**config.mk**
```make
export PLATFORM = sky130hd
export DESIGN_NAME = json_string_escaper_utf8_check_core
export DESIGN_NICKNAME = d
export VERILOG_FILES = /design/src/hw/rtl/jsesc_pkg.sv /design/src/hw/rtl/jsesc_planner.sv /design/src/hw/rtl/jsesc_emitter.sv /design/src/hw/rtl/json_string_escaper_utf8_check_core.sv
export SDC_FILE = /design/constraint.sdc
export NUM_CORES = 1
export LEC_CHECK = 0
export BUFFER_PORTS_ARGS = -buffer_cell sky130_fd_sc_hd__buf_4
export CAP_MARGIN = 20
export CORE_AREA = 10 10 160 221
export DETAILED_ROUTE_END_ITERATION = 8
export DIE_AREA = 0 0 170 231
export GPL_ROUTABILITY_DRIVEN = 0
export PLACE_DENSITY = 0.49
export SYNTH_ARGS = -nofsm -noshare
export SYNTH_HDL_FRONTEND = slang
export SYNTH_SLANG_ARGS = --single-unit
```
**constraint.sdc**
```tcl
create_clock -name clk -period 6.8 [get_ports clk]
set_input_delay 1.02 -clock clk [delete_from_list [all_inputs] [get_ports clk]]
set_output_delay 1.02 -clock clk [all_outputs]
set_load 0.1 [all_outputs]
```
**src/hw/rtl/jsesc_pkg.sv**
```systemverilog
// jsesc_pkg: shared types and constants for the json string escaper
// request and result payload structs, unit plan struct, replacement unit text
// no dependencies
package jsesc_pkg;

    localparam logic [15:0] CAP_RESET = 16'd256;

    localparam logic OP_BYTE = 1'b0;
    localparam logic OP_END  = 1'b1;

    typedef struct packed {
        logic       operation;
        logic [7:0] data_byte;
    } item_t;

    typedef struct packed {
        logic [7:0]  out_byte;
        logic        byte_valid;
        logic [15:0] written_length;
        logic        truncated;
        logic        last_of_run;
    } result_t;

    // index 0 is the first byte of the unit
    typedef logic [5:0][7:0] unit_bytes_t;

    typedef struct packed {
        logic        is_end;
        logic [1:0]  repl_count;
        logic [2:0]  fin_len;
        unit_bytes_t fin_bytes;
    } plan_t;

    // backslash u f f f d
    localparam unit_bytes_t REPL_UNIT = {8'h64, 8'h66, 8'h66, 8'h66, 8'h75, 8'h5c};
    localparam logic [2:0]  REPL_LEN  = 3'd6;

endpackage

```
**src/hw/rtl/jsesc_planner.sv**
```systemverilog
// jsesc_planner: decodes one request against the buffered utf-8 sequence
// produces the unit plan (replacements, final unit) and keeps the pending bytes
// depends on jsesc_pkg
module jsesc_planner
    import jsesc_pkg::*;
(
    input  logic  clk,
    input  logic  rst_n,
    input  item_t item,
    input  logic  load,
    output plan_t plan
);

    logic [2:0][7:0] pend_reg;
    logic [2:0][7:0] pend_next;
    logic [1:0]      pcount_reg;
    logic [1:0]      pcount_next;
    logic [2:0]      exp_reg;
    logic [2:0]      exp_next;

    always_comb
    begin
        logic [7:0] b;
        logic [7:0] lead;
        logic       cont_ok;
        logic       do_lead;
        logic [3:0] nib_hi;
        logic [3:0] nib_lo;

        plan        = '0;
        pend_next   = pend_reg;
        pcount_next = pcount_reg;
        exp_next    = exp_reg;
        do_lead     = 1'b0;
        b           = item.data_byte;
        lead        = pend_reg[0];
        nib_hi      = b[7:4];
        nib_lo      = b[3:0];

        cont_ok = (b[7:6] == 2'b10);
        if (pcount_reg == 2'd1)
        begin
            if ((lead == 8'he0 && b < 8'ha0) || (lead == 8'hed && b >= 8'ha0) ||
                (lead == 8'hf0 && b < 8'h90) || (lead == 8'hf4 && b >= 8'h90))
            begin
                cont_ok = 1'b0;
            end
        end

        if (item.operation == OP_END)
        begin
            plan.is_end     = 1'b1;
            plan.repl_count = pcount_reg;
            pcount_next     = 2'd0;
            exp_next        = 3'd0;
        end
        else if (pcount_reg == 2'd0)
        begin
            do_lead = 1'b1;
        end
        else if (!cont_ok)
        begin
            plan.repl_count = pcount_reg;
            pcount_next     = 2'd0;
            exp_next        = 3'd0;
            do_lead         = 1'b1;
        end
        else if ({1'b0, pcount_reg} + 3'd1 >= exp_reg)
        begin
            plan.fin_len      = {1'b0, pcount_reg} + 3'd1;
            plan.fin_bytes[0] = pend_reg[0];
            plan.fin_bytes[1] = (pcount_reg == 2'd1) ? b : pend_reg[1];
            plan.fin_bytes[2] = (pcount_reg == 2'd2) ? b : pend_reg[2];
            plan.fin_bytes[3] = b;
            pcount_next       = 2'd0;
            exp_next          = 3'd0;
        end
        else
        begin
            pend_next[pcount_reg] = b;
            pcount_next           = pcount_reg + 2'd1;
        end

        if (do_lead)
        begin
            if (b == 8'h22 || b == 8'h5c)
            begin
                plan.fin_len      = 3'd2;
                plan.fin_bytes[0] = 8'h5c;
                plan.fin_bytes[1] = b;
            end
            else if (b == 8'h0a || b == 8'h0d || b == 8'h09)
            begin
                plan.fin_len      = 3'd2;
                plan.fin_bytes[0] = 8'h5c;
                plan.fin_bytes[1] = (b == 8'h0a) ? 8'h6e : ((b == 8'h0d) ? 8'h72 : 8'h74);
            end
            else if (b < 8'h20)
            begin
                plan.fin_len      = 3'd6;
                plan.fin_bytes[0] = 8'h5c;
                plan.fin_bytes[1] = 8'h75;
                plan.fin_bytes[2] = 8'h30;
                plan.fin_bytes[3] = 8'h30;
                plan.fin_bytes[4] = (nib_hi < 4'd10) ? 8'h30 + {4'd0, nib_hi}
                                                     : 8'h57 + {4'd0, nib_hi};
                plan.fin_bytes[5] = (nib_lo < 4'd10) ? 8'h30 + {4'd0, nib_lo}
                                                     : 8'h57 + {4'd0, nib_lo};
            end
            else if (b < 8'h80)
            begin
                plan.fin_len      = 3'd1;
                plan.fin_bytes[0] = b;
            end
            else if (b inside {[8'hc2:8'hf4]})
            begin
                pend_next[0] = b;
                pcount_next  = 2'd1;
                exp_next     = (b <= 8'hdf) ? 3'd2 : ((b <= 8'hef) ? 3'd3 : 3'd4);
            end
            else
            begin
                plan.fin_len   = REPL_LEN;
                plan.fin_bytes = REPL_UNIT;
            end
        end
    end

    always_ff @(posedge clk or negedge rst_n)
    begin
        if (!rst_n)
        begin
            pcount_reg <= 2'd0;
            exp_reg    <= 3'd0;
        end
        else if (load)
        begin
            pcount_reg <= pcount_next;
            exp_reg    <= exp_next;
        end
    end

    always_ff @(posedge clk)
    begin
        if (load)
        begin
            pend_reg <= pend_next;
        end
    end

endmodule

```
**src/hw/rtl/jsesc_emitter.sv**
```systemverilog
// jsesc_emitter: walks one unit plan a byte per unstalled cycle into the result register
// applies the capacity fit check per unit, tracks written length and stop flag
// depends on jsesc_pkg
module jsesc_emitter
    import jsesc_pkg::*;
(
    input  logic        clk,
    input  logic        rst_n,
    input  plan_t       plan,
    input  logic        plan_valid,
    output logic        load,
    input  logic [15:0] capacity,
    output result_t     result,
    output logic        result_valid,
    input  logic        result_ready
);

    logic        busy_reg;
    logic        busy_next;
    plan_t       cur_reg;
    plan_t       cur_next;
    logic [2:0]  idx_reg;
    logic [2:0]  idx_next;
    logic [15:0] bw_reg;
    logic [15:0] bw_next;
    logic        stopped_reg;
    logic        stopped_next;
    logic        out_valid_reg;
    logic        out_valid_next;
    result_t     out_reg;
    result_t     out_next;

    always_comb
    begin
        logic        advance;
        logic        in_repl;
        logic [2:0]  unit_len;
        logic [7:0]  unit_byte;
        logic [2:0]  next_len;
        logic        fits;
        logic        next_fits;
        logic        unit_end;
        logic        done;
        logic        emit;
        result_t     res;

        advance   = !out_valid_reg || result_ready;
        in_repl   = (cur_reg.repl_count != 2'd0);
        unit_len  = in_repl ? REPL_LEN : cur_reg.fin_len;
        unit_byte = in_repl ? REPL_UNIT[idx_reg] : cur_reg.fin_bytes[idx_reg];
        next_len  = in_repl ? ((cur_reg.repl_count != 2'd1) ? REPL_LEN : cur_reg.fin_len)
                            : 3'd0;
        fits      = ({1'b0, bw_reg} + {14'd0, unit_len}) < {1'b0, capacity};
        next_fits = ({1'b0, bw_reg} + 17'd1 + {14'd0, next_len}) < {1'b0, capacity};
        unit_end  = (idx_reg == unit_len - 3'd1);

        busy_next      = busy_reg;
        cur_next       = cur_reg;
        idx_next       = idx_reg;
        bw_next        = bw_reg;
        stopped_next   = stopped_reg;
        done           = 1'b0;
        emit           = 1'b0;
        res            = '0;

        if (busy_reg && advance)
        begin
            if (!in_repl && cur_reg.is_end)
            begin
                // end of string summary
                emit               = 1'b1;
                res.written_length = bw_reg;
                res.truncated      = stopped_reg;
                res.last_of_run    = 1'b1;
                bw_next            = 16'd0;
                stopped_next       = 1'b0;
                done               = 1'b1;
            end
            else if (unit_len == 3'd0)
            begin
                done = 1'b1;
            end
            else if (idx_reg == 3'd0 && (stopped_reg || !fits))
            begin
                // unit does not fit: nothing more is written for this string
                stopped_next = 1'b1;
                if (cur_reg.is_end)
                begin
                    cur_next.repl_count = 2'd0;
                end
                else
                begin
                    done = 1'b1;
                end
            end
            else
            begin
                emit               = 1'b1;
                res.out_byte       = unit_byte;
                res.byte_valid     = 1'b1;
                res.written_length = bw_reg + 16'd1;
                res.last_of_run    = !cur_reg.is_end && unit_end &&
                                     (next_len == 3'd0 || !next_fits);
                bw_next            = bw_reg + 16'd1;
                if (unit_end)
                begin
                    idx_next = 3'd0;
                    if (in_repl)
                    begin
                        cur_next.repl_count = cur_reg.repl_count - 2'd1;
                        if (!cur_reg.is_end && cur_reg.repl_count == 2'd1 &&
                            cur_reg.fin_len == 3'd0)
                        begin
                            done = 1'b1;
                        end
                    end
                    else
                    begin
                        done = 1'b1;
                    end
                end
                else
                begin
                    idx_next = idx_reg + 3'd1;
                end
            end
        end

        load = plan_valid && (!busy_reg || done);
        if (load)
        begin
            busy_next = 1'b1;
            cur_next  = plan;
            idx_next  = 3'd0;
        end
        else if (done)
        begin
            busy_next = 1'b0;
        end

        out_next       = out_reg;
        out_valid_next = out_valid_reg;
        if (emit)
        begin
            out_valid_next = 1'b1;
            out_next       = res;
        end
        else if (result_ready)
        begin
            out_valid_next = 1'b0;
        end
    end

    always_ff @(posedge clk or negedge rst_n)
    begin
        if (!rst_n)
        begin
            busy_reg      <= 1'b0;
            idx_reg       <= 3'd0;
            bw_reg        <= 16'd0;
            stopped_reg   <= 1'b0;
            out_valid_reg <= 1'b0;
        end
        else
        begin
            busy_reg      <= busy_next;
            idx_reg       <= idx_next;
            bw_reg        <= bw_next;
            stopped_reg   <= stopped_next;
            out_valid_reg <= out_valid_next;
        end
    end

    always_ff @(posedge clk)
    begin
        cur_reg <= cur_next;
        out_reg <= out_next;
    end

    assign result       = out_reg;
    assign result_valid = out_valid_reg;

endmodule

```
**src/hw/rtl/json_string_escaper_utf8_check_core.sv**
```systemverilog
// json_string_escaper_utf8_check_core: json string escaper with utf-8 check
// first result passes input register, emitter plan register, result register
// one request per cycle if it gives at most one result and results are taken;
// otherwise the next request waits while the emitter writes and drops its units
// reset clears control state and sets capacity to 256; pending bytes unreset
// depends on jsesc_pkg, jsesc_planner, jsesc_emitter
module json_string_escaper_utf8_check_core
    import jsesc_pkg::*;
(
    input  logic        clk,
    input  logic        rst_n,
    input  logic        item_valid,
    output logic        item_ready,
    input  item_t       item,
    output logic        result_valid,
    input  logic        result_ready,
    output result_t     result,
    input  logic        capacity_we,
    input  logic [15:0] capacity_wdata
);

    logic        in_valid_reg;
    logic        in_valid_next;
    item_t       in_item_reg;
    logic [15:0] capacity_reg;
    logic        load;
    plan_t       plan;

    assign item_ready = !in_valid_reg || load;

    always_comb
    begin
        in_valid_next = in_valid_reg;
        if (item_valid && item_ready)
        begin
            in_valid_next = 1'b1;
        end
        else if (load)
        begin
            in_valid_next = 1'b0;
        end
    end

    always_ff @(posedge clk or negedge rst_n)
    begin
        if (!rst_n)
        begin
            in_valid_reg <= 1'b0;
            capacity_reg <= CAP_RESET;
        end
        else
        begin
            in_valid_reg <= in_valid_next;
            if (capacity_we)
            begin
                capacity_reg <= capacity_wdata;
            end
        end
    end

    always_ff @(posedge clk)
    begin
        if (item_valid && item_ready)
        begin
            in_item_reg <= item;
        end
    end

    jsesc_planner u_planner (
        .clk   (clk),
        .rst_n (rst_n),
        .item  (in_item_reg),
        .load  (load),
        .plan  (plan)
    );

    jsesc_emitter u_emitter (
        .clk          (clk),
        .rst_n        (rst_n),
        .plan         (plan),
        .plan_valid   (in_valid_reg),
        .load         (load),
        .capacity     (capacity_reg),
        .result       (result),
        .result_valid (result_valid),
        .result_ready (result_ready)
    );

endmodule
```
==> results of run 1 <==
==> critical path, cell delays in order (launching register included) <==
cell and delay [ns]:
edfxtp_1 0.35, inv_1 0.06, ha_1 0.26, nand2_1 0.14
inv_1 0.06, ha_1 0.20, fa_1 0.41, a21oi_1 0.39
nor3_1 0.17, and3_1 0.23, xnor2_1 0.12, ha_1 0.29
a21oi_1 0.15, nor2_1 0.08, a2111oi_2 0.40, a211oi_1 0.14
a211o_1 0.35, a21oi_1 0.24, inv_1 0.08, buf_4 0.24
==> cell families (layout without fill, tap and decap cells) <==
logic type      Yosys count  in the layout
simple gates            263            263
fa+ha+maj                62             62
flops                   156            156
buf+inv                 116            168
other cells               1              1
compound gates          217            217
mux                      38             38
xor+xnor                 33             33
==> routing by layer <==
layer / part of all wire [%] / vias up / track usage, %
li1: - / 3323 / -
met1: 40 / 3192 / 13.8
met2: 53 / 163 / 23.3
met3: 3.7 / 50 / 2.78
met4: 3.9 / 0 / 6.87
met5: 0 / - / 0
==> synthesized netlist by cell type, drive strengths merged (3+ instances only) <==
cell,number,area [sq um]
a2111oi,6,77.6
a211oi,9,72.6
a21boi,4,30.0
a21o,14,105
a21oi,47,239
a221o,10,100
a22o,6,52.6
a31oi,16,100
a32o,3,30.0
a41oi,4,35.0
and2,4,25.0
and3,16,100
buf,26,155
clkbuf,22,85.1
dfrtp,43,1080
edfxtp,112,3360
ha,60,751
inv,67,251
mux2,7,78.8
mux2i,28,280
mux4,3,67.6
nand2,74,278
nand2b,10,62.6
nand3,30,150
nand4,12,75.1
nor2,69,262
nor2b,7,43.8
nor3,11,55.1
nor4b,6,73.8
o211ai,12,90.1
o21a,4,30.0
o21ai,57,285
o221ai,3,32.5
o22ai,5,31.3
or2,7,43.8
or3,4,30.0
xnor2,24,210
xor2,9,78.8
==> cell usage in the layout (no fill, tap or decap), types with 5 or more instances in the layout <==
master / count
a211oi_1: 8
a21o_1: 14
a21oi_1: 46
a221o_1: 10
a22o_1: 6
a31oi_1: 16
and3_1: 16
buf_4: 68
clkbuf_16: 17
dfrtp_1: 43
edfxtp_1: 112
ha_1: 60
inv_1: 62
inv_2: 5
inv_6: 7
mux2_2: 7
mux2i_1: 28
nand2_1: 74
nand2b_1: 10
nand3_1: 30
nand4_1: 12
nor2_1: 68
nor2b_1: 7
nor3_1: 11
o211ai_1: 12
o21ai_0: 56
o22ai_1: 5
or2_2: 7
xnor2_1: 24
xor2_1: 9
==> layout make-up <==
cell class,count,area [sq um]
fillers,3134,20700
flip-flops and latches,156,4470
multi-input cells,614,4300
repair buffers,68,510
well taps,395,494
clock buffers,18,429
inverters,68,256
clock inverters,14,149
==> worst max-delay path by stage <==
stage	to	cells past startpoint
final	item_ready	19
after global routing	item_ready	19
after CTS	item_ready	19
after detailed placement	item_ready	19
after global placement	item_ready	19
after floorplan	item_ready	18
==> power by group through the flow <==
| stage | clock (mW) | sequential (mW) | combinational, mW |
|---|---|---|---|
| 2_1_floorplan | 0 | 2.21 | 1.56 |
| 3_3_place_gp | 0 | 1.76 | 2.75 |
| 3_5_place_dp | 0 | 1.76 | 2.76 |
| 4_1_cts | 0.983 | 1.74 | 2.78 |
| 5_1_grt | 1.02 | 1.78 | 3.01 |
| 6_report | 0.953 | 1.74 | 2.74 |
==> stage by stage <==
step | instance area (sq um) | std cells | worst slack (ns)
after floorplan | 9250 | 886 | 1.40
after global placement | 10000 | 1301 | 1.54
after detailed placement | 10000 | 1301 | 1.43
after CTS | 10600 | 1333 | 0.914
after global routing | 10600 | 1333 | 0.604
final | 10600 | 1333 | 0.956
==> flow_summary.ini, run 1 <==
[clock_network]
clock-sinks = 156
clockRootBuffer = clkbuf_16
postCtsSetupBuffers = 0
cts_tree = yes
cts_made_buffers = 17
cts_resized = 0
cts_htree_levels = 4
clk_latency_ns = 0.45
cts_buffer_depth = 2
cts_hold_buf = 0
clk_pin_slew_worst_paths_ns = 0.07

[hold_path]
holdCritStartpoint = in_valid_reg
worst_hold_path.endpoint = u_emitter.busy_reg
hold_class = flop to flop
hold_depth = 1

[synth]
synth-seq-area-share_pct = 48.3
synth_top_family_by_area = compound AO/OA/AOI/OAI gates
synth_ff_type = edfxtp_1
synth.ff_latch_count = 156
synth_edf_count = 112
synthArstFlopShare_pct = 28.2
synth-simple-area-share_pct = 14.2
yosys-mux-area-fraction_pct = 4.61
synthesis.area_sq_um = 9250
syn_nets = 978
synth.distinct_cells = 81
synth_compound_area_share_pct = 15.8
postSynthAreaPerCell_sq_um = 10.4
syn_inst = 886
synth-xor-area-share_pct = 3.12
ys_warn_count = 0
synth_fa_ha_area_share_pct = 8.55

[sta]
timing.hold.ws_ns = 0.483
final-max-slew-violation-count = 0
period_share_pct = 85.9
fin_setup_tns_ns = 0
period_minus_slack_ns = 5.84
rsz0062_at_grt = no
finalSetupViolations = 0
hold_viol = 0
maxSlewHeadroom_pct = 32.2
finClkSkew_ns = 0.0123
worst_pin_slew_ns = 1.00
fmax_mhz = 171

[setup_path]
cp-startpoint = u_emitter.cur_reg[51]
end_kind = output pin
crit_arrival_ns = 4.82
worstSetupPathType = flop to output pin
cp-start-kind = flop
rrSetupSlack_ns = 1.46
reg2reg_depth = 18
cp_max_fo = 7
worstReg2RegStart = u_emitter.cur_reg[51]
rr_endpoint = u_emitter.result[0]
worstPathRequired_ns = 5.78

[global_routing]
grt-ovfl-total = 0
grt_antenna_before_repair = 0
track_usage_pct = 13.0
first_global_vias = 6854
grt_max_degree = 47
grt_first_pass_wirelength_um = 39200

[floorplan]
ios = 59
die_h_um = 231
core-area_sq_um = 31300
die_w_um = 170
num_rows = 77
initial_core_util_pct = 29.6
dieArea_sq_um = 39300

[pwr]
p_sw_share_pct = 47.7
vdd_ir_drop_max_mv = 0.249
pwr_density_cell_nw_per_um2 = 512
power_frac_seq_pct = 32.1
switchingPower_mw = 2.59
intPower_mw = 2.84
combinationalPowerShare_pct = 50.4
pwr-share-clk_pct = 17.5
total_power_mw = 5.43
p_leak_nw = 4.28

[place]
io_buffers = 58
hpwl_um = 18700

[drt]
viasPerCell = 5.05
antenna_left = 0
dr_total_vias = 6728
drc = 0
wl_um = 25000
drt_iter0_markers = 428
drt_pass1_iterations = 5
post_drt_wl_per_cell_um = 18.8

[finish]
nets = 1017
syn2layout_area_growth_pct = 14.6
diodes = 0
largest_reg_flops = 52
post-route-util_pct = 33.9
drive_above_1_share_pct = 14.8

[status]
outcome = finished, final reports clean

[job]
drv_cap = 0
Power figures use the tool's default switching activity.
==> run 2, diff against run 1 <==
--- a/config.mk
+++ b/config.mk
@@ -11,7 +11,8 @@
 export DETAILED_ROUTE_END_ITERATION = 8
 export DIE_AREA = 0 0 170 231
 export GPL_ROUTABILITY_DRIVEN = 0
-export PLACE_DENSITY = 0.49
+export PLACE_DENSITY = 0.53
+export REMOVE_ABC_BUFFERS = 1
 export SYNTH_ARGS = -nofsm -noshare
 export SYNTH_HDL_FRONTEND = slang
 export SYNTH_SLANG_ARGS = --single-unit
==> run 2 against run 1 <==
Against the previous run: clock skew is essentially flat; first-iteration DRC count shrank 1.6%; maximum frequency shrank 2.6%; highest routed layer unchanged; register-to-register slack lost 0.05 ns; sequential share of layout area grew 0.13 points.
==> flow_summary.ini, run 2 (same netlist as run 1, synthesis figures left out) <==
[finish]
diodes = 0
stdcell_area_sq_um = 10600
final_cells = 1331
post-route-util_pct = 33.8
nets = 1015
largest_reg_flops = 52
drive_above_1_share_pct = 14.7
syn2layout_area_growth_pct = 14.3
mostFrequentLayoutCell = edfxtp_1
final_cell_mix = edfxtp_1, nand2_1, nor2_1

[sta]
finClkSkew_ns = 0.0121
fmax_mhz = 167
period_share_pct = 88.2
finalSetupViolations = 0
rsz0062_at_grt = no
final-max-slew-violation-count = 0
fin_setup_tns_ns = 0
worst_pin_slew_ns = 1.05
hold_viol = 0
fin_ws_ns = 0.800
maxSlewHeadroom_pct = 29.0
period_minus_slack_ns = 6.00
timing.hold.ws_ns = 0.479

[clock_network]
cts_htree_levels = 4
cts_made_buffers = 17
clk_pin_slew_worst_paths_ns = 0.06
cts_buffer_depth = 2
clk_latency_ns = 0.45
cts_tree = yes
postCtsSetupBuffers = 0
cts_resized = 0
clock-sinks = 156
clockRootBuffer = clkbuf_16
cts_hold_buf = 0

[setup_path]
crit_arrival_ns = 4.98
cp-start-kind = flop
worstSetupPathType = flop to output pin
worstPathRequired_ns = 5.78
rrSetupSlack_ns = 1.41
cp_max_fo = 21
end_kind = output pin

[global_routing]
grt_busiest_layer = met2
use_met1_pct = 13.7
grt-ovfl-total = 0
first_global_vias = 6921
grt_antenna_before_repair = 0
grt_first_pass_wirelength_um = 38900
grtUsageMet3_pct = 2.60
met2_usage_pct = 23.1
track_usage_pct = 12.7
grt_max_degree = 47

[place]
dp.cells = 1299
place_area_sq_um = 10000
hpwl_um = 18300
io_buffers = 58
pre_cts_slack_ns = 1.25

[drt]
dr_total_vias = 6788
drt_pass1_iterations = 5
antenna_left = 0
drc = 0
wl_um = 24800
drt_iter0_markers = 421
post_drt_wl_per_cell_um = 18.6
viasPerCell = 5.10

[status]
outcome = finished, final reports clean

[floorplan]
ios = 59
num_rows = 77
initial_core_util_pct = 29.6
die_h_um = 231
die_w_um = 170
dieArea_sq_um = 39300
core-area_sq_um = 31300

[job]
drv_cap = 0

[pwr]
vdd_ir_drop_max_mv = 0.229
pwr_density_cell_nw_per_um2 = 510
total_power_mw = 5.39
p_leak_nw = 4.26

[hold_path]
hold_class = flop to flop
[run 2: cell types whose count changed in the layout (fill, tap and decap cells not counted), sizes merged]
cell      delta
clkinv       +3
buf          -2
inv          -2
bufinv       -1
clkbuf       -1
clkinvlp     +1
[run 2: final timing paths]
path	start	depth (start not counted)	end
setup / recovery	u_emitter.cur_reg[51]	20	item_ready
hold / removal	in_valid_reg	1	u_emitter.busy_reg
setup reg to reg	u_emitter.cur_reg[51]	20	u_emitter.result[15]
hold reg to reg	in_valid_reg	1	u_emitter.busy_reg
max in group asynchronous	rst_n	1	u_emitter.stopped_reg
min in group asynchronous	rst_n	1	u_planner.exp_reg[1]
[run 2: metal layers]
layer / up-vias / wire, um
met5: - / 0
met4: 0 / 813
met3: 42 / 894
met2: 153 / 13200
met1: 3274 / 9870
li1: 3319 / -
[run 2: final cells by class]
class                      instances  area, sq um
sequential                       156         4470
clock buffer                      17          425
timing repair buffer              66          495
fill                            3119        20700
clock inverter                    15          134
inverter                          68          256
tap                              395          494
multi-input combinational        614         4300
[run 2: critical path: stages, from the launching register on]
cell and delay, ns:
edfxtp_1 0.35, inv_1 0.06, ha_1 0.18, buf_4 0.20
nand2_1 0.15, inv_1 0.06, ha_1 0.20, fa_1 0.41
a21oi_1 0.40, nor3_1 0.18, and3_1 0.23, xnor2_1 0.16
ha_1 0.26, a21oi_1 0.14, nor2_1 0.07, a2111oi_2 0.40
a211oi_1 0.13, a211o_1 0.35, a21oi_1 0.25, inv_1 0.08
buf_4 0.24
[run 2: report_power, final]
group / switching [mW] / internal, mW
registers: 0.259 / 1.49
logic: 1.90 / 0.833
clock network: 0.434 / 0.479
